### config.mk
export PLATFORM = sky130hd
export DESIGN_NAME = c3d9_back
export DESIGN_NICKNAME = d
export VERILOG_FILES = /design/src/rtl/c3d9_pkg.sv /design/src/rtl/c3d9_back.sv
export SDC_FILE = /design/constraint.sdc
export NUM_CORES = 2
export LEC_CHECK = 0
export BUFFER_PORTS_ARGS = -buffer_cell sky130_fd_sc_hd__buf_2
export CORE_UTILIZATION = 46
export CTS_CLUSTER_SIZE = 8
export DETAILED_ROUTE_END_ITERATION = 7
export PLACE_DENSITY = 0.7
export SLEW_MARGIN = 20
export SYNTH_ARGS = -nofsm -noshare
export SYNTH_HDL_FRONTEND = slang
export SYNTH_SLANG_ARGS = --single-unit
### constraint.sdc
create_clock -name clk_i -period 6.8 [get_ports clk_i]
set_clock_uncertainty 0.05 [all_clocks]
set_input_delay 0.68 -clock clk_i [delete_from_list [all_inputs] [get_ports clk_i]]
set_output_delay 0.68 -clock clk_i [all_outputs]
set_load 0.02 [all_outputs]
### src/rtl/c3d9_pkg.sv
`timescale 1ns / 1ps
`default_nettype none

package c3d9_pkg;

  // Field and register widths
  localparam int PIX_W     = 8;
  localparam int DIM_W     = 11;
  localparam int ROW_W     = 12;   // row counter runs up to height + 1
  localparam int KROW_W    = 24;
  localparam int CFG_IDX_W = 3;
  localparam int PROD_W    = 16;   // 8 x 8 product
  localparam int RSUM_W    = 18;   // three products
  localparam int SUM_W     = 20;   // nine products

  // Depth of the queue between front and back (power of two)
  localparam int QUEUE_DEPTH = 4;

  // Register values after reset
  localparam logic [DIM_W-1:0]  RST_FRAME_WIDTH  = 11'd640;
  localparam logic [DIM_W-1:0]  RST_FRAME_HEIGHT = 11'd480;
  localparam logic [KROW_W-1:0] RST_KERNEL_ROW   = 24'h010101;

  // Configuration register indexes
  typedef enum logic [CFG_IDX_W-1:0] {
    CFG_FRAME_WIDTH  = 3'd0,
    CFG_FRAME_HEIGHT = 3'd1,
    CFG_KERNEL_TOP   = 3'd2,
    CFG_KERNEL_MID   = 3'd3,
    CFG_KERNEL_BOT   = 3'd4
  } cfg_idx_e;

  // Frame geometry as written
  typedef struct packed {
    logic [DIM_W-1:0] height;
    logic [DIM_W-1:0] width;
  } frame_cfg_t;

  // Kernel rows, index 0 is the top row, left coefficient in the low byte
  typedef logic [2:0][KROW_W-1:0] kernel_t;

  // One window ready for the arithmetic, edge taps already zeroed.
  // pix index is row * 3 + column, row 0 at the top.
  typedef struct packed {
    logic                  last;
    logic [8:0][PIX_W-1:0] pix;
  } op_t;

  // Queue status seen by both sides
  typedef struct packed {
    logic full;
    logic empty;
  } queue_stat_t;

endpackage

`default_nettype wire

### src/rtl/c3d9_back.sv
`timescale 1ns / 1ps
`default_nettype none

module c3d9_back #(
  parameter int DIVISOR = 9
) (
  input  wire logic                   clk_i,
  input  wire logic                   rst_ni,
  input  wire c3d9_pkg::kernel_t      kernel_i,
  input  wire c3d9_pkg::queue_stat_t  q_stat_i,
  input  wire c3d9_pkg::op_t          op_i,
  output logic                        pop_o,
  output logic                        out_valid_o,
  input  wire logic                   out_ready_i,
  output logic [7:0]                  out_data_o,
  output logic                        out_last_o
);
  import c3d9_pkg::*;

  // Exact reciprocal for numerators below 2^16: m = ceil(2^(16+l) / d)
  localparam int                 NUM_W      = 16;
  localparam int                 DIV_L      = $clog2(DIVISOR);
  localparam int                 DIV_K      = NUM_W + DIV_L;
  localparam int                 RECIP_W    = NUM_W + 1;
  localparam int                 MUL_W      = NUM_W + RECIP_W;
  localparam logic [63:0]        RECIP_FULL =
      ((64'd1 << DIV_K) + 64'(DIVISOR) - 64'd1) / 64'(DIVISOR);
  localparam logic [RECIP_W-1:0] RECIP      = RECIP_W'(RECIP_FULL);
  localparam logic [SUM_W-1:0]   SAT_LIMIT  = SUM_W'(256 * DIVISOR);

  logic en_p, en_r, en_s, en_o;

  logic                   p_v_q, p_last_q;
  logic [8:0][PROD_W-1:0] prod_q, prod_d;
  logic                   r_v_q, r_last_q;
  logic [2:0][RSUM_W-1:0] rsum_q, rsum_d;
  logic                   s_v_q, s_last_q, sat_q, sat_d;
  logic [NUM_W-1:0]       sum_q;
  logic [SUM_W-1:0]       total;
  logic [MUL_W-1:0]       quot_full;
  logic                   o_v_q, o_last_q;
  logic [PIX_W-1:0]       out_q, out_d;

  // Stage advance, from the output backwards
  assign en_o  = !o_v_q || out_ready_i;
  assign en_s  = !s_v_q || en_o;
  assign en_r  = !r_v_q || en_s;
  assign en_p  = !p_v_q || en_r;
  assign pop_o = !q_stat_i.empty && en_p;

  // Products
  always_comb begin
    for (int r = 0; r < 3; r++) begin
      for (int c = 0; c < 3; c++) begin
        prod_d[r*3+c] = PROD_W'(op_i.pix[r*3+c]) * PROD_W'(kernel_i[r][8*c +: 8]);
      end
    end
  end

  // Row sums
  always_comb begin
    for (int r = 0; r < 3; r++) begin
      rsum_d[r] = RSUM_W'(prod_q[r*3]) + RSUM_W'(prod_q[r*3+1]) + RSUM_W'(prod_q[r*3+2]);
    end
  end

  // Total and saturation check
  always_comb begin
    total = SUM_W'(rsum_q[0]) + SUM_W'(rsum_q[1]) + SUM_W'(rsum_q[2]);
    sat_d = (total >= SAT_LIMIT);
  end

  // Quotient by reciprocal multiply
  always_comb begin
    quot_full = MUL_W'(sum_q) * MUL_W'(RECIP);
    out_d     = sat_q ? {PIX_W{1'b1}} : quot_full[DIV_K +: PIX_W];
  end

  // Stage valids
  always_ff @(posedge clk_i or negedge rst_ni) begin
    if (!rst_ni) begin
      p_v_q <= 1'b0;
      r_v_q <= 1'b0;
      s_v_q <= 1'b0;
      o_v_q <= 1'b0;
    end else begin
      if (en_p) p_v_q <= pop_o;
      if (en_r) r_v_q <= p_v_q;
      if (en_s) s_v_q <= r_v_q;
      if (en_o) o_v_q <= s_v_q;
    end
  end

  // Stage payloads
  always_ff @(posedge clk_i) begin
    if (en_p) begin
      prod_q   <= prod_d;
      p_last_q <= op_i.last;
    end
    if (en_r) begin
      rsum_q   <= rsum_d;
      r_last_q <= p_last_q;
    end
    if (en_s) begin
      sum_q    <= total[NUM_W-1:0];
      sat_q    <= sat_d;
      s_last_q <= r_last_q;
    end
    if (en_o) begin
      out_q    <= out_d;
      o_last_q <= s_last_q;
    end
  end

  assign out_valid_o = o_v_q;
  assign out_data_o  = out_q;
  assign out_last_o  = o_last_q;

endmodule

`default_nettype wire

Word-level counts from Yosys, hierarchy flattened
Index checks and enable logic that the tools add are counted.
{ "classes": {"reduce_logical": 10, "multipliers": 10, "addsub": 8, "order_cmp": 1} }
{ "op_table": {"columns": ["cell", "count"], "rows": [
  ["$mul A8 B8 Y16", 9],
  ["$add A17 B16 Y18", 3],
  ["$add A16 B16 Y17", 3],
  ["$mul A16 B17 Y28 const B", 1],
  ["$add A19 B18 Y20", 1],
  ["$ge A20 B12 Y1 const B", 1],
  ["$add A18 B18 Y19", 1],
  ["$logic_not A1 Y1", 5],
  ["$logic_or A1 B1 Y1", 4],
  ["$logic_and A1 B1 Y1", 1]
]} }
{ "totals": {"input_bits": 150, "output_inout_bits": 11, "word_cells": 52, "reg_bits": 231} }

Depth between registers and ports, before layout
{ "depth": {"depth_word": 6, "mapped_depth": 21, "ltp_nobuf": 21} }

Worst setup path before layout
OpenSTA, ideal clock, no wires.
{ "synth_path": {"path_type": "input-to-output", "from": "input out_ready_i", "to": "output pop_o", "path_buffers": 0, "path_stages": 3, "t_required_ps": 6070, "path_slack_ps": -334, "arrival_ps": 6404, "cell_sequence": "nor2b_1 > nand4_1 > nor2b_1"} }
{ "synth_between": {"elab_chain_cells": 5} }
{ "synth_rtl": {"columns": ["element", "line", "text"], "rows": [
  ["from (decl)", "c3d9_back.sv:14", "input wire logic out_ready_i,"],
  ["$logic_or A1 B1 Y1", "c3d9_back.sv:45", "assign en_o = !o_v_q || out_ready_i;"],
  ["$logic_or A1 B1 Y1", "c3d9_back.sv:46", "assign en_s = !s_v_q || en_o;"],
  ["$logic_or A1 B1 Y1", "c3d9_back.sv:47", "assign en_r = !r_v_q || en_s;"],
  ["$logic_or A1 B1 Y1", "c3d9_back.sv:48", "assign en_p = !p_v_q || en_r;"],
  ["$logic_and A1 B1 Y1", "c3d9_back.sv:49", "assign pop_o = !q_stat_i.empty && en_p;"],
  ["to (decl)", "c3d9_back.sv:12", "output logic pop_o,"]
]} }
Every way passes these cells.

Final worst setup path
{ "layout_path": {"from": "register sum_q[7]", "to": "register out_q[7] (netlist: out_data_o[7]), data pin"} }
{ "layout_between": {"elab_chain_cells": 1} }
{ "layout_rtl": {"columns": ["element", "line", "text"], "rows": [
  ["from (decl)", "c3d9_back.sv:38", "logic [NUM_W-1:0] sum_q;"],
  ["from (signal assigned)", "c3d9_back.sv:105", "sum_q <= total[NUM_W-1:0];"],
  ["$mul A16 B17 Y28", "c3d9_back.sv:75", "quot_full = MUL_W'(sum_q) * MUL_W'(RECIP);"],
  ["to (signal assigned)", "c3d9_back.sv:110", "out_q <= out_d;"],
  ["to (decl)", "c3d9_back.sv:42", "logic [PIX_W-1:0] out_q, out_d;"]
]} }
Every way passes these cells.
A chain may end at the register's enable or synchronous reset.

==> flow_summary.json <==
{
  "wirelength_microns": 64400,
  "grt_pass1_wl_microns": 111000,
  "worstSetupEndpointType": "flip-flop",
  "syn_area_per_cell_sq_um": 10.2,
  "setup_viol": 0,
  "relSlewSlack": 0.344,
  "syn_area_sq_mm": 0.0330,
  "htree_levels": 2,
  "yosysWarnings": 0,
  "die_area_sq_mm": 0.0728,
  "hold_viol_final": 0,
  "crit_arrival_ns": 5.97,
  "finalWeightedCongestion": 0.887,
  "cts_inserted_buffers": 35,
  "grt_overflow": 0,
  "placed_area_sq_mm": 0.0350,
  "r2r-start": "sum_q[7]",
  "status": "completed",
  "synthFlopType": "edfxtp_1",
  "finalCriticalPeriod_ns": 5.74,
  "synth-seq-cells": 231,
  "vias_per_cell": 5.03,
  "hp-class": "primary input to flip-flop",
  "drv_cap": 0,
  "final_antenna_net_count": 0,
  "final.period_utilization": 0.844,
  "fin_area_sq_mm": 0.0360,
  "ctsResizeCount": 0,
  "path_cells": "fa_1, ha_1, fa_1, fa_1, fa_1, inv_1, fa_1, inv_1, ha_1, o211ai_1, o21ai_0, a31oi_1, a31oi_1, o41ai_1, xnor2_1, nand2b_1",
  "cts_max_path_buffers": 3,
  "dpl.hpwl_microns": 54100,
  "path_clk_slew_ns": 0.06,
  "io_buffers": 159,
  "ys_seq_area_frac": 0.210,
  "antenna_found_initial": 16,
  "hold_path.startpoint": "q_stat_i[0]",
  "r2r_cells": 16,
  "cp-start-kind": "flip-flop",
  "rr_endpoint": "out_data_o[7]",
  "track_usage": 0.185,
  "cts_tree": "yes",
  "syn_nets": 4334,
  "fmax_ghz": 0.174,
  "die_height_microns": 270,
  "root_buffer": "clkbuf_16",
  "cp_slowest_cell": "fa_1",
  "critPathLaunch": "sum_q[7]",
  "wire_per_inst_microns": 14.7,
  "required_ns": 7.03,
  "synth.distinct_cells": 54,
  "grt_pass1_vias": 23200,
  "drt_first_iter_violations": 917,
  "cpMostUsedCell": "fa_1",
  "areaGrowthSynthToFinish_pct": 9.14,
  "finalSetupTns_ns": 0,
  "num_rows": 97,
  "clkLatencyLatePin_ns": 0.53,
  "initial_utilization": 0.468,
  "async_flop_share": 0.0173,
  "cpPeakStageDelay_ns": 0.60,
  "ios": 161,
  "vias": 22000,
  "synthCells": 3221,
  "clkSinkCount": 231,
  "path_max_fanout": 7,
  "drc": 0,
  "final_util": 0.511,
  "r2r_setup_slack_ns": 1.06,
  "drive_gt1_frac": 0.0645,
  "rsz0062_at_grt": "false",
  "crit_end": "out_data_o[7]",
  "nNetsFinal": 4531,
  "synth_edf_count": 227,
  "slew_viol_final": 0,
  "tightest_slew_ns": 0.984,
  "die_x_microns": 270,
  "grt_max_degree": 75,
  "coreArea_sq_mm": 0.0705,
  "dr.pass1.iters": 6,
  "worstSetupPathType": "flip-flop to flip-flop"
}
## cell usage in the layout, fill, tap and decap left out, types with 15 or more instances in the layout
| cell type | instances |
|---|---|
| edfxtp_1 | 227 |
| a21o_1 | 31 |
| clkbuf_16 | 35 |
| nand2_1 | 315 |
| nand2b_1 | 23 |
| buf_2 | 159 |
| nand3_1 | 30 |
| fa_1 | 467 |
| inv_1 | 639 |
| nor3_1 | 35 |
| a41oi_1 | 16 |
| xor2_1 | 25 |
| nor2b_1 | 35 |
| ha_1 | 496 |
| nor2_1 | 87 |
| a21oi_1 | 96 |
| xnor2_1 | 141 |
| o211ai_1 | 15 |
| and2_1 | 329 |
| o21a_1 | 28 |
| o21ai_0 | 54 |
## metrics by stage
step / cells / worst slack, ns / hold slack [ns]
2_1_floorplan: 3221 / -0.238 / 0.334
3_3_place_gp: 4320 / 1.19 / 0.356
3_5_place_dp: 4320 / 1.06 / 0.364
4_1_cts: 4369 / 1.05 / 0.308
5_1_grt: 4383 / 0.683 / 0.308
6_report: 4383 / 1.06 / 0.334
## worst min-delay path by stage
stage                  endpoint  slack, ns  depth (start not counted)
floorplan           out_valid_o       0.33                          0
global placement       s_last_q       0.36                          0
detailed placement     r_last_q       0.36                          0
CTS                       p_v_q       0.31                          2
global route           p_last_q       0.31                          1
finish                    p_v_q       0.33                          2
## worst max-delay path, delay by kind of cell (launching register included)
kind / cells / cell delay (ns)
flops: 1 / 0.59
simple gates: 1 / 0.07
buf+inv: 2 / 0.10
compound gates: 5 / 1.29
fa+ha+maj: 7 / 3.21
xor+xnor: 1 / 0.17
## cells by family after synthesis
group / Yosys count / synth area share
flip-flops: 231 / 0.210
AO/OA/AOI/OAI: 318 / 0.0632
buffers and inverters: 642 / 0.0730
adder cells (fa/ha/maj): 963 / 0.471
AND/OR/NAND/NOR: 899 / 0.138
multiplexers: 2 / 0.000607
XOR/XNOR: 166 / 0.0441
## routing by layer
layer	vias up	track usage	wire, microns
met5	-	0	21
met1	10800	0.243	29100
met2	338	0.314	31200
met3	107	0.0215	2160
met4	4	0.0692	2020
li1	10800	-	-
## state kept, by name, summed over array words and instances (netlist names)
signal       count
out_data_o       8
out_last_o       1
out_valid_o      1
p_last_q         1
p_v_q            1
prod_q         144
r_last_q         1
r_v_q            1
rsum_q          54
s_last_q         1
s_v_q            1
sat_q            1
sum_q           16
## final cells by class
class | instances | area (sq um)
Antenna cell | 14 | 35.0
Clock buffer | 44 | 910
Timing Repair Buffer | 163 | 828
Fill cell | 6331 | 34500
Multi-Input combinational cell | 2348 | 23700
Clock inverter | 4 | 62.6
Inverter | 639 | 2400
Tap cell | 940 | 1180
Sequential cell | 231 | 6920
## cells in the mapped netlist (23+ instances only)
master,instances,share of area
inv_1,639,0.073
nand2b_1,23,0.0044
fa_1,467,0.28
nand2_1,315,0.036
xor2_1,25,0.0066
a21o_1,31,0.0071
ha_1,496,0.19
nand3_1,31,0.0047
and2_1,329,0.062
edfxtp_1,227,0.21
o21ai_0,54,0.0082
a21oi_1,96,0.015
nor2_1,87,0.0099
xnor2_1,141,0.037
nor3_1,35,0.0053
nor2b_1,37,0.0070
o21a_1,28,0.0064
## timing repair
action,4_1_cts,5_1_grt
setup buffers,0,0
endpoints found under the hold margin,4,0
hold buffers,1,0
Power is not shown: default switching activity piles up to over one toggle a cycle in this logic, so the estimate is an artifact.
