`config.mk`:
```
export PLATFORM = sky130hd
export DESIGN_NAME = c3d9_queue
export DESIGN_NICKNAME = d
export VERILOG_FILES = /design/src/rtl/c3d9_pkg.sv /design/src/rtl/c3d9_queue.sv
export SDC_FILE = /design/constraint.sdc
export NUM_CORES = 1
export LEC_CHECK = 0
export ABC_CLOCK_PERIOD_IN_PS = 7000
export BUFFER_PORTS_ARGS = -buffer_cell sky130_fd_sc_hd__buf_2
export CORE_MARGIN = 2
export CORE_UTILIZATION = 55
export DETAILED_ROUTE_END_ITERATION = 16
export GPL_ROUTABILITY_DRIVEN = 0
export GPL_TIMING_DRIVEN = 0
export PLACE_DENSITY = 0.77
export REMOVE_ABC_BUFFERS = 1
export SETUP_SLACK_MARGIN = 0.1
export SLEW_MARGIN = 20
export SYNTH_ARGS = -nofsm -noshare
export SYNTH_HDL_FRONTEND = slang
export SYNTH_SLANG_ARGS = --single-unit
```
`constraint.sdc`:
```
create_clock -name clk_i -period 7 [get_ports clk_i]
set_clock_uncertainty 0.2 [all_clocks]
set_input_delay 1.4 -clock clk_i [delete_from_list [all_inputs] [get_ports clk_i]]
set_output_delay 1.4 -clock clk_i [all_outputs]
set_load 0.02 [all_outputs]
```
`src/rtl/c3d9_pkg.sv`:
```
`timescale 1ns / 1ps
`default_nettype none

package c3d9_pkg;

  // Field and register widths
  localparam int PIX_W     = 8;
  localparam int DIM_W     = 11;
  localparam int ROW_W     = 12;   // row counter runs up to height + 1
  localparam int KROW_W    = 24;
  localparam int CFG_IDX_W = 3;
  localparam int PROD_W    = 16;   // 8 x 8 product
  localparam int RSUM_W    = 18;   // three products
  localparam int SUM_W     = 20;   // nine products

  // Depth of the queue between front and back (power of two)
  localparam int QUEUE_DEPTH = 4;

  // Register values after reset
  localparam logic [DIM_W-1:0]  RST_FRAME_WIDTH  = 11'd640;
  localparam logic [DIM_W-1:0]  RST_FRAME_HEIGHT = 11'd480;
  localparam logic [KROW_W-1:0] RST_KERNEL_ROW   = 24'h010101;

  // Configuration register indexes
  typedef enum logic [CFG_IDX_W-1:0] {
    CFG_FRAME_WIDTH  = 3'd0,
    CFG_FRAME_HEIGHT = 3'd1,
    CFG_KERNEL_TOP   = 3'd2,
    CFG_KERNEL_MID   = 3'd3,
    CFG_KERNEL_BOT   = 3'd4
  } cfg_idx_e;

  // Frame geometry as written
  typedef struct packed {
    logic [DIM_W-1:0] height;
    logic [DIM_W-1:0] width;
  } frame_cfg_t;

  // Kernel rows, index 0 is the top row, left coefficient in the low byte
  typedef logic [2:0][KROW_W-1:0] kernel_t;

  // One window ready for the arithmetic, edge taps already zeroed.
  // pix index is row * 3 + column, row 0 at the top.
  typedef struct packed {
    logic                  last;
    logic [8:0][PIX_W-1:0] pix;
  } op_t;

  // Queue status seen by both sides
  typedef struct packed {
    logic full;
    logic empty;
  } queue_stat_t;

endpackage

`default_nettype wire

```
`src/rtl/c3d9_queue.sv`:
```
`timescale 1ns / 1ps
`default_nettype none

module c3d9_queue (
  input  wire logic                   clk_i,
  input  wire logic                   rst_ni,
  input  wire logic                   push_i,
  input  wire c3d9_pkg::op_t          op_i,
  input  wire logic                   pop_i,
  output c3d9_pkg::op_t               op_o,
  output c3d9_pkg::queue_stat_t       stat_o
);
  import c3d9_pkg::*;

  localparam int AW = $clog2(QUEUE_DEPTH);

  op_t           entry_q [QUEUE_DEPTH];
  logic [AW-1:0] wr_ptr_q, wr_ptr_d;
  logic [AW-1:0] rd_ptr_q, rd_ptr_d;
  logic [AW:0]   cnt_q, cnt_d;

  // Pointer and fill count
  always_comb begin
    wr_ptr_d = push_i ? (wr_ptr_q + AW'(1)) : wr_ptr_q;
    rd_ptr_d = pop_i  ? (rd_ptr_q + AW'(1)) : rd_ptr_q;
    cnt_d    = cnt_q + (AW+1)'(push_i) - (AW+1)'(pop_i);
  end

  assign stat_o.full  = (cnt_q == (AW+1)'(QUEUE_DEPTH));
  assign stat_o.empty = (cnt_q == '0);
  assign op_o         = entry_q[rd_ptr_q];

  always_ff @(posedge clk_i or negedge rst_ni) begin
    if (!rst_ni) begin
      wr_ptr_q <= '0;
      rd_ptr_q <= '0;
      cnt_q    <= '0;
    end else begin
      wr_ptr_q <= wr_ptr_d;
      rd_ptr_q <= rd_ptr_d;
      cnt_q    <= cnt_d;
    end
  end

  // Entry storage
  always_ff @(posedge clk_i) begin
    if (push_i) begin
      entry_q[wr_ptr_q] <= op_i;
    end
  end

endmodule

`default_nettype wire

```
== Yosys cells after proc, flatten, opt, wreduce, memory -nomap -nowiden ==
Memories as Yosys holds them, arrays and structs flattened.
Cells that the tools add are included.
W data, S select, Z words.

* Bits in registers: 7
* Memory bits (writable): 292
* Output and inout bits: 75
* Word-level logic and storage cells: 12
* Memories: 1

{| class="wikitable"
|+ Memory list
! name !! depth !! width !! read ports !! clocked after memory_dff !! wr ports !! line !! RTL
|-
| entry_q || 4 || 73 || 1 || 0 || 1 || c3d9_queue.sv:17 || <nowiki>op_t entry_q [QUEUE_DEPTH];</nowiki>
|}

* Add/sub/neg operators: 4
* Eq/ne operators: 1
* Multiplexer cells: 2
* Reduce and logical (&&, ||, !) cells: 1

{| class="wikitable"
|+ Operator list
! cell !! count
|-
| $add A2 B1 Y2 const B || 2
|-
| $add A3 B1 Y3 || 1
|-
| $eq A3 B3 Y1 const B || 1
|-
| $logic_not A3 Y1 || 1
|-
| $sub A3 B1 Y3 || 1
|-
| $mux W1 || 2
|}

== Longest topological paths before layout ==
Gate-level depths: netlist of run 1.

* Depth after elaboration: 2
* Mapped depth: 6

== Least setup slack after synthesis of run 1 ==
OpenSTA, ideal clock, no wires.

* Kind: input to register
* Start: input push_i
* End: memory entry_q[0][0] in the netlist's numbering (enable)
* Arrival time: 3,107 ps
* Data required time: 6,361 ps
* Setup slack: 3,254 ps
* Stages: 1
* Buffers on the path: 0
* Path through: and2_1

* Longest elaborated chain between the ends: 2

{| class="wikitable"
|+ Ends and longest elaborated chain
! element !! line !! RTL
|-
| from (decl) || c3d9_queue.sv:7 || <nowiki>input wire logic push_i,</nowiki>
|-
| $mux W1 || c3d9_queue.sv:47 || <nowiki>if (push_i) begin</nowiki>
|-
| $mux W1 (implied by the code) || c3d9_queue.sv:48 || <nowiki>entry_q[wr_ptr_q] <= op_i;</nowiki>
|-
| to (decl) || c3d9_queue.sv:17 ||
|}

No other way between the ends.

==> summary.md, run 1 <==
| Metric | Value |
|---|---|
| Final Cell Area | `~0.013 mm²` |
| Placed Instance Area | `~0.012 mm²` |
| TNS Setup | `0 ps` |
| Total Wirelength | `between 15000 and 20000 µm` |
| Die area | `about 0.021 mm²` |
| Seq cells post-synth | `299` |
| Layout fillers | `1223` |
| Count of TritonRoute iterations in the first routing pass | `4` |
| Final Hold Viols | `0` |
| ANT nets after route | `0` |
| Post-synth top area share | `80.3%` |
| IO Count | `around 150` |
| Count of final max-slew check failures | `0` |
| Hold path start | `wr_ptr_q[0]$_DFFE_PN0P_` |
| Final nets | `~670` |
| Total of max-cap violations | `0` |
| Initial Util | `between 50 and 60%` |
| Port Buf Inserts | `151` |
| Post-DP HPWL | `around 11000 µm` |
| Layout Area Growth over Synthesis | `20.5%` |
| Worst r2r src | `wr_ptr_q[1]$_DFFE_PN0P_` |
| Critical Path End Type | `output port` |
| Worst path required time | `approximately 5400 ps` |
| Post-CTS sizing | `0` |
| Post-Synth Adder-Cell Area | `less than 1%` |
| CTS clock-pin slew for the worst setup and hold paths | `around 60 ps` |
| CP Class | `flop to output port` |
| YS warnings | `0` |
| First-pass GRT wire length | `28900 µm` |
| Slew margin rel. | `between 50% and 60%` |
| Die Wd | `between 100 and 150 µm` |
| Final min period | `around 3800 ps` |
| Cell with the most instances after synthesis | `edfxtp_1` |
| Setup Viol. Count Final | `0` |
| Final Non-Filler Cells | `878` |
| CTS Hold Buffers Added | `0` |
| Synth Instances | `about 420` |
| Total GRT Usage | `around 18%` |
| Fraction of synthesized area in multiplexers | `roughly 15%` |
| Vias in the first global route | `5363` |
| Share of layout cells above drive strength 1 | `between 40 and 50%` |
| Area share of and/or/nand/nor cells after synthesis | `0.401%` |
| Row count | `between 50 and 60` |
| Top area cells in the synthesized netlist | `edfxtp_1 80%, mux4_2 15%, dfrtp_1 1.6%, ha_1 0.69%, buf_6 0.62%` |
| Placed Cells | `a little over 800` |
| Critical path arrival | `2220 ps` |
| Mean Syn Cell Area | `approximately 26 µm²` |
| Placeable Area | `between 0.015 and 0.02 mm²` |
| Pleak | `between 0.004 and 0.005 µW` |
| Max clock buf depth | `3` |
| Main combinational cell family by area after synthesis | `multiplexers` |
| Worst VDD drop | `about 0.31 mV` |
| Power per cell area | `about 450 mW/mm²` |
| Fmax | `about 260 MHz` |
| Largest net degree at the start of global routing | `just under 50` |
| Post-synthesis async set-or-reset flop share | `2.34%` |
| Total number of vias | `about 4800` |
| Iter 0 DRT Violations | `roughly 230` |
| Outcome | `completed` |
| Worst Setup Start Kind | `flop` |
| Antenna Cells | `0` |
| Initial antenna violation count | `2` |
| Post-Syn Area | `approximately 0.011 mm²` |
| Worst-Margin Slew | `607 ps` |
| Drt drc | `0` |
| Number of synthesized flops with an enable pin | `292` |
| Setup bufs post-CTS | `0` |
| Commonest cells in the netlist | `292 x edfxtp_1, 73 x mux4_2, 7 x buf_2, 7 x dfrtp_1` |
| DR vias/cell | `~5.5` |
| Crit path launch | `rd_ptr_q[1]$_DFFE_PN0P_` |
| Skew-Pair Late Insertion Delay | `roughly 530 ps` |
| Die Ht | `roughly 140 µm` |
| Min-delay worst type | `flop to flop` |
| TritonCTS buffer count | `30` |
| Most used flip-flop cell after synthesis | `edfxtp_1` |
| CTS tree | `done` |
| CTS root buffer | `clkbuf_16` |
| Post-Synth XOR/XNOR Area | `0.401%` |
| Synth area leader | `edfxtp_1` |
| DR WL/cell | `20.9 µm` |
| Sinks on Clock Net | `299` |
| GRT overflow | `0` |
| CTS HTree Levels | `1` |
| RSZ-0062 raised after global routing | `no` |
| Sequential area share after synthesis | `81.9%` |
| Final period util | `54.6%` |
| Synth Area in Compound Gates | `less than 1%` |
| Synth cell types | `17` |
| Top fanout value on the critical path | `38` |
-- final timing paths --
check / end / slack, ps / depth (start not counted)
worst min register to register: wr_ptr_q[0]$_DFFE_PN0P_ / 340 / 1
worst max register to register: entry_q[1][63]$_DFFE_PP_ / 4980 / 4
worst min-delay path: wr_ptr_q[0]$_DFFE_PN0P_ / 340 / 1
max in group asynchronous: rd_ptr_q[1]$_DFFE_PN0P_ / 5900 / 1
worst max-delay path: op_o[25] / 3180 / 3
min in group asynchronous: rd_ptr_q[0]$_DFFE_PN0P_ / 500 / 1
-- state kept, by name, indices dropped and copies added (netlist names) --
| register | cells |
|---|---|
| wr_ptr_q | 2 |
| entry_q | 292 |
| cnt_q | 3 |
| rd_ptr_q | 2 |
-- kinds of logic after synthesis --
family	after synthesis
mux	73
compound gates	1
xor+xnor	5
fa+ha+maj	7
flops	299
buf+inv	22
simple gates	8
-- cells in the final DEF, fill, tap and decap left out, types with 3 or more instances in the layout --
master | netlist | layout
bufinv_16 | 0 | 5
ha_1 | 6 | 6
clkbuf_16 | 0 | 31
clkbuf_1 | 1 | 5
xor2_1 | 3 | 3
mux4_2 | 73 | 73
buf_16 | 0 | 6
edfxtp_1 | 292 | 292
dfrtp_1 | 7 | 5
and2_4 | 0 | 4
clkinv_2 | 0 | 6
inv_1 | 6 | 6
buf_2 | 7 | 151
clkbuf_8 | 0 | 5
-- cell type report --
class	instances	area (µm²)	area share, %
tap	265	332	2.52
multi-input combinational	94	1840	14.0
clock buffer	41	863	6.56
clock inverter	15	203	1.54
sequential	299	8950	68.0
inverter	6	22.5	0.171
timing repair buffer	158	941	7.15
-- stage by stage --
step / util (%) / power [µW] / worst slack (ps) / hold WS, ps
2_1_floorplan: - / 3700 / 1740 / 291
3_3_place_gp: 61.1 / 4310 / 464 / 304
3_5_place_dp: 62.1 / 4290 / 3700 / 331
4_1_cts: 67.6 / 5950 / 3110 / 343
5_1_grt: 67.6 / 6130 / 3050 / 376
6_report: 67.6 / 5870 / 3180 / 337
-- worst max-delay path: stages (launching register included) --
cell and delay (ps):
dfrtp_4 810, buf_12 330, mux4_2 360, buf_2 180
-- layer usage --
metal	wire length (µm)	global-route usage, %
met1	7540	23.6
met2	9350	30.2
met3	1100	3.81
met4	325	4.26
met5	13	0
-- power breakdown --
part	internal, µW	switching [µW]	leakage [µW]
combinational	745	974	0.00127
sequential	2340	145	0.00276
clock	1040	616	0.000521
total	4130	1740	0.00456
Note: power is estimated with default switching activity, not from simulation.
==> inputs of run 2 (changes only) <==
--- a/config.mk
+++ b/config.mk
@@ -5,14 +5,15 @@
 export SDC_FILE = /design/constraint.sdc
 export NUM_CORES = 1
 export LEC_CHECK = 0
-export ABC_CLOCK_PERIOD_IN_PS = 7000
+export ABC_AREA = 1
+export ABC_CLOCK_PERIOD_IN_PS = 3900
 export BUFFER_PORTS_ARGS = -buffer_cell sky130_fd_sc_hd__buf_2
 export CORE_MARGIN = 2
 export CORE_UTILIZATION = 55
 export DETAILED_ROUTE_END_ITERATION = 16
 export GPL_ROUTABILITY_DRIVEN = 0
 export GPL_TIMING_DRIVEN = 0
-export PLACE_DENSITY = 0.77
+export PLACE_DENSITY = 0.76
 export REMOVE_ABC_BUFFERS = 1
 export SETUP_SLACK_MARGIN = 0.1
 export SLEW_MARGIN = 20
==> constraint.sdc (replaced) <==
create_clock -name clk_i -period 3.9 [get_ports clk_i]
set_clock_uncertainty 0.2 [all_clocks]
set_input_delay 0.78 -clock clk_i [delete_from_list [all_inputs] [get_ports clk_i]]
set_output_delay 0.78 -clock clk_i [all_outputs]
set_load 0.02 [all_outputs]
==> run 2 against run 1 <==
Net effect: critical path depth increased by 4; count of clock-buffer cells in the layout decreased by 3; first-iteration DRC count increased to 2.6 times the previous value; final area increased by 13%; core utilization decreased by 2.1 points; highest routed layer unchanged; via count increased by 67%; total power increased by 99%.
==> summary.md, run 2 <==
| Metric | Value |
|---|---|
| Most frequent cells in the layout | `376 x nand2_1, 300 x inv_1, 292 x edfxtp_1, 151 x buf_2, 147 x nand3_1` |
| Worst-Margin Slew | `611 ps (+4.34 ps)` |
| Sinks on Clock Net | `299 (unchanged)` |
| Die area | `0.0244 mm² (+16%)` |
| Placed Instance Area | `0.0138 mm² (+14%)` |
| Max reg flops | `292 (unchanged)` |
| Post-DP HPWL | `13800 µm (+27%)` |
| Synth area leader | `edfxtp_1` |
| Layout Area Growth over Synthesis | `16.5%` |
| Skew-Pair Late Insertion Delay | `530 ps (about the same)` |
| Most common cell after layout, fill and taps aside | `nand2_1` |
| CTS root buffer | `clkbuf_16` |
| RSZ-0062 raised after global routing | `no` |
| Worst path required time | `2920 ps (-2480 ps)` |
| Row count | `55 (+7.8%)` |
| Total Wirelength | `24200 µm (+32%)` |
| Top fanout value on the critical path | `78 (+110%)` |
| Sequential area share after synthesis | `70.3% (-12 points)` |
| DR WL/cell | `14.7 µm (-30%)` |
| Placeable Area | `0.0226 mm² (+16%)` |
| Iter 0 DRT Violations | `592 (+160%)` |
| Total of max-cap violations | `0 (unchanged)` |
| Dpl ws | `689 ps (-3010 ps)` |
| Final period util | `between 90 and 100%` |
| Total GRT Usage | `20.5% (+2.9 points)` |
| Drt drc | `0 (unchanged)` |
| Final nets | `1418 (+110%)` |
| Share of layout cells above drive strength 1 | `15.5% (-31 points)` |
| Reg with most FFs | `entry_q` |
| Critical Path End Type | `output port` |
| IO Count | `152 (unchanged)` |
| Post-Syn Area | `0.0127 mm² (+17%)` |
| Setup Viol. Count Final | `0 (unchanged)` |
| CP Class | `flop to output port` |
| Worst VDD drop | `0.741 mV (+140%)` |
| Die Ht | `156 µm (+7.7%)` |
| Total number of vias | `8027 (+67%)` |
| Count of TritonRoute iterations in the first routing pass | `5 (+1)` |
| Final Cell Area | `0.0148 mm² (+13%)` |
| Top area cells in the synthesized netlist | `edfxtp_1 69%, nand2_1 11%, inv_1 9.0%, nand3_1 5.8%, dfrtp_1 1.4%` |
| Cell with the most instances after synthesis | `nand2_1` |
| Seq cells post-synth | `299 (unchanged)` |
| Setup bufs post-CTS | `0 (unchanged)` |
| GRT overflow | `0 (unchanged)` |
| Vias in the first global route | `8124 (+51%)` |
| Highest metal used | `met5` |
| Count of final max-slew check failures | `0 (unchanged)` |
| ANT nets after route | `0 (unchanged)` |
| CTS tree | `done` |
| Top Registers | `entry_q x292, cnt_q x3` |
| Most used flip-flop cell after synthesis | `edfxtp_1` |
| Die Wd | `156 µm (+7.7%)` |
| Fmax | `between 200 and 300 MHz` |
| First-pass GRT wire length | `39300 µm (+36%)` |
| CTS HTree Levels | `1 (unchanged)` |
| Outcome | `completed` |
| Final Hold Viols | `0 (unchanged)` |
| TritonCTS buffer count | `30 (unchanged)` |
| Met2 wire len | `12200 µm (+30%)` |
| Synth Instances | `1191 (+190%)` |
| Slew margin rel. | `59.2% (-0.29 points)` |
| Met3 Wirelength | `1530 µm (+39%)` |
| Final min period | `~3600 ps` |
| Number of synthesized flops with an enable pin | `292 (unchanged)` |
| Post-synthesis async set-or-reset flop share | `2.34% (unchanged)` |
| Max clock buf depth | `3 (unchanged)` |
| Synth cell types | `16 (-1)` |
| Post-route setup slack | `280 ps (-2900 ps)` |
| Critical path arrival | `2640 ps (+420 ps)` |
| Initial antenna violation count | `7 (+5)` |
| Met1 wire length | `10100 µm (+34%)` |
| Worst Setup Start Kind | `flop` |
| Power per cell area | `787 mW/mm² (+76%)` |
| Min-delay worst type | `input port to flop` |
| Initial Util | `56.2% (+0.083 points)` |
| Pleak | `0.00694 µW (+52%)` |
| DR vias/cell | `4.87 (-11%)` |
| Mean Syn Cell Area | `10.7 µm² (-59%)` |
| YS warnings | `0 (unchanged)` |
| Commonest cells in the netlist | `376 x nand2_1, 305 x inv_1, 292 x edfxtp_1` |
| Post-synth top area share | `68.9% (-11 points)` |
| Largest net degree at the start of global routing | `79 (+61%)` |
| CTS clock-pin slew for the worst setup and hold paths | `60 ps (about the same)` |
| Port Buf Inserts | `151 (unchanged)` |
## run 2: kinds of logic after synthesis
| kind of cell | synth area share, % |
|---|---|
| simple gates | 16.9 |
| buf+inv | 11.8 |
| flops | 70.3 |
| fa+ha+maj | 0.748 |
| xor+xnor | 0.207 |
| compound gates | 0.0393 |
## run 2: layout make-up
cell class,count,area (µm²)
Sequential cell,299,8950
Fill cell,1676,7820
Multi-Input combinational cell,536,2280
Inverter,306,1170
Timing Repair Buffer,161,1010
Clock buffer,38,802
Tap cell,285,357
Clock inverter,18,239
Antenna cell,5,12.5
## run 2: through the flow
step,instances,setup TNS [ps],power [µW],hold WS (ps),utilization [%]
CTS,1643,0,11800,224,65.4
detailed placement,1586,0,8810,333,60.7
finish,1648,0,11700,246,65.4
global placement,1577,-491000,8760,314,59.6
floorplan,1141,-133630,7220,284,-
global route,1645,0,12400,231,65.4
## run 2: timing repair
action	4_1_cts	5_1_grt
hold endpoints to repair	7	0
resized for setup	0	1
endpoints found under the setup margin	0	39
hold buffers	1	0
## run 2: routing by layer
layer	track usage, %	vias to the layer above
met2	36.5	195
met4	5.59	6
met1	25.7	3780
met3	4.14	42
met5	0	-
li1	-	4004
## run 2: worst paths after layout
| path | from | end | slack [ps] | depth (start not counted) |
|---|---|---|---|---|
| worst max-delay path | rd_ptr_q[0]$_DFFE_PN0P_ | op_o[28] | 280 | 7 |
| worst min-delay path | op_i[60] | entry_q[2][60]$_DFFE_PP_ | 250 | 1 |
| worst max register to register | wr_ptr_q[0]$_DFFE_PN0P_ | entry_q[0][62]$_DFFE_PP_ | 1820 | 5 |
| worst min register to register | wr_ptr_q[0]$_DFFE_PN0P_ | wr_ptr_q[0]$_DFFE_PN0P_ | 340 | 1 |
| max in group asynchronous | rst_ni | rd_ptr_q[1]$_DFFE_PN0P_ | 2880 | 2 |
| min in group asynchronous | rst_ni | wr_ptr_q[0]$_DFFE_PN0P_ | 430 | 2 |
## run 2: critical path, cell delays in order, from the launching register on
cell and delay [ps]:
dfrtp_4 650, buf_16 280, inv_8 350, buf_16 340, nand2_1 100, nand3_1 100, nand2_1 80, buf_2 170
## run 2: power breakdown
| part | leakage, µW | switching, µW | internal [µW] | total [µW] |
|---|---|---|---|---|
| sequential | 0.00276 | 250 | 4210 | 4460 |
| clock | 0.000494 | 1120 | 1840 | 2970 |
| combinational | 0.00368 | 2950 | 1290 | 4240 |
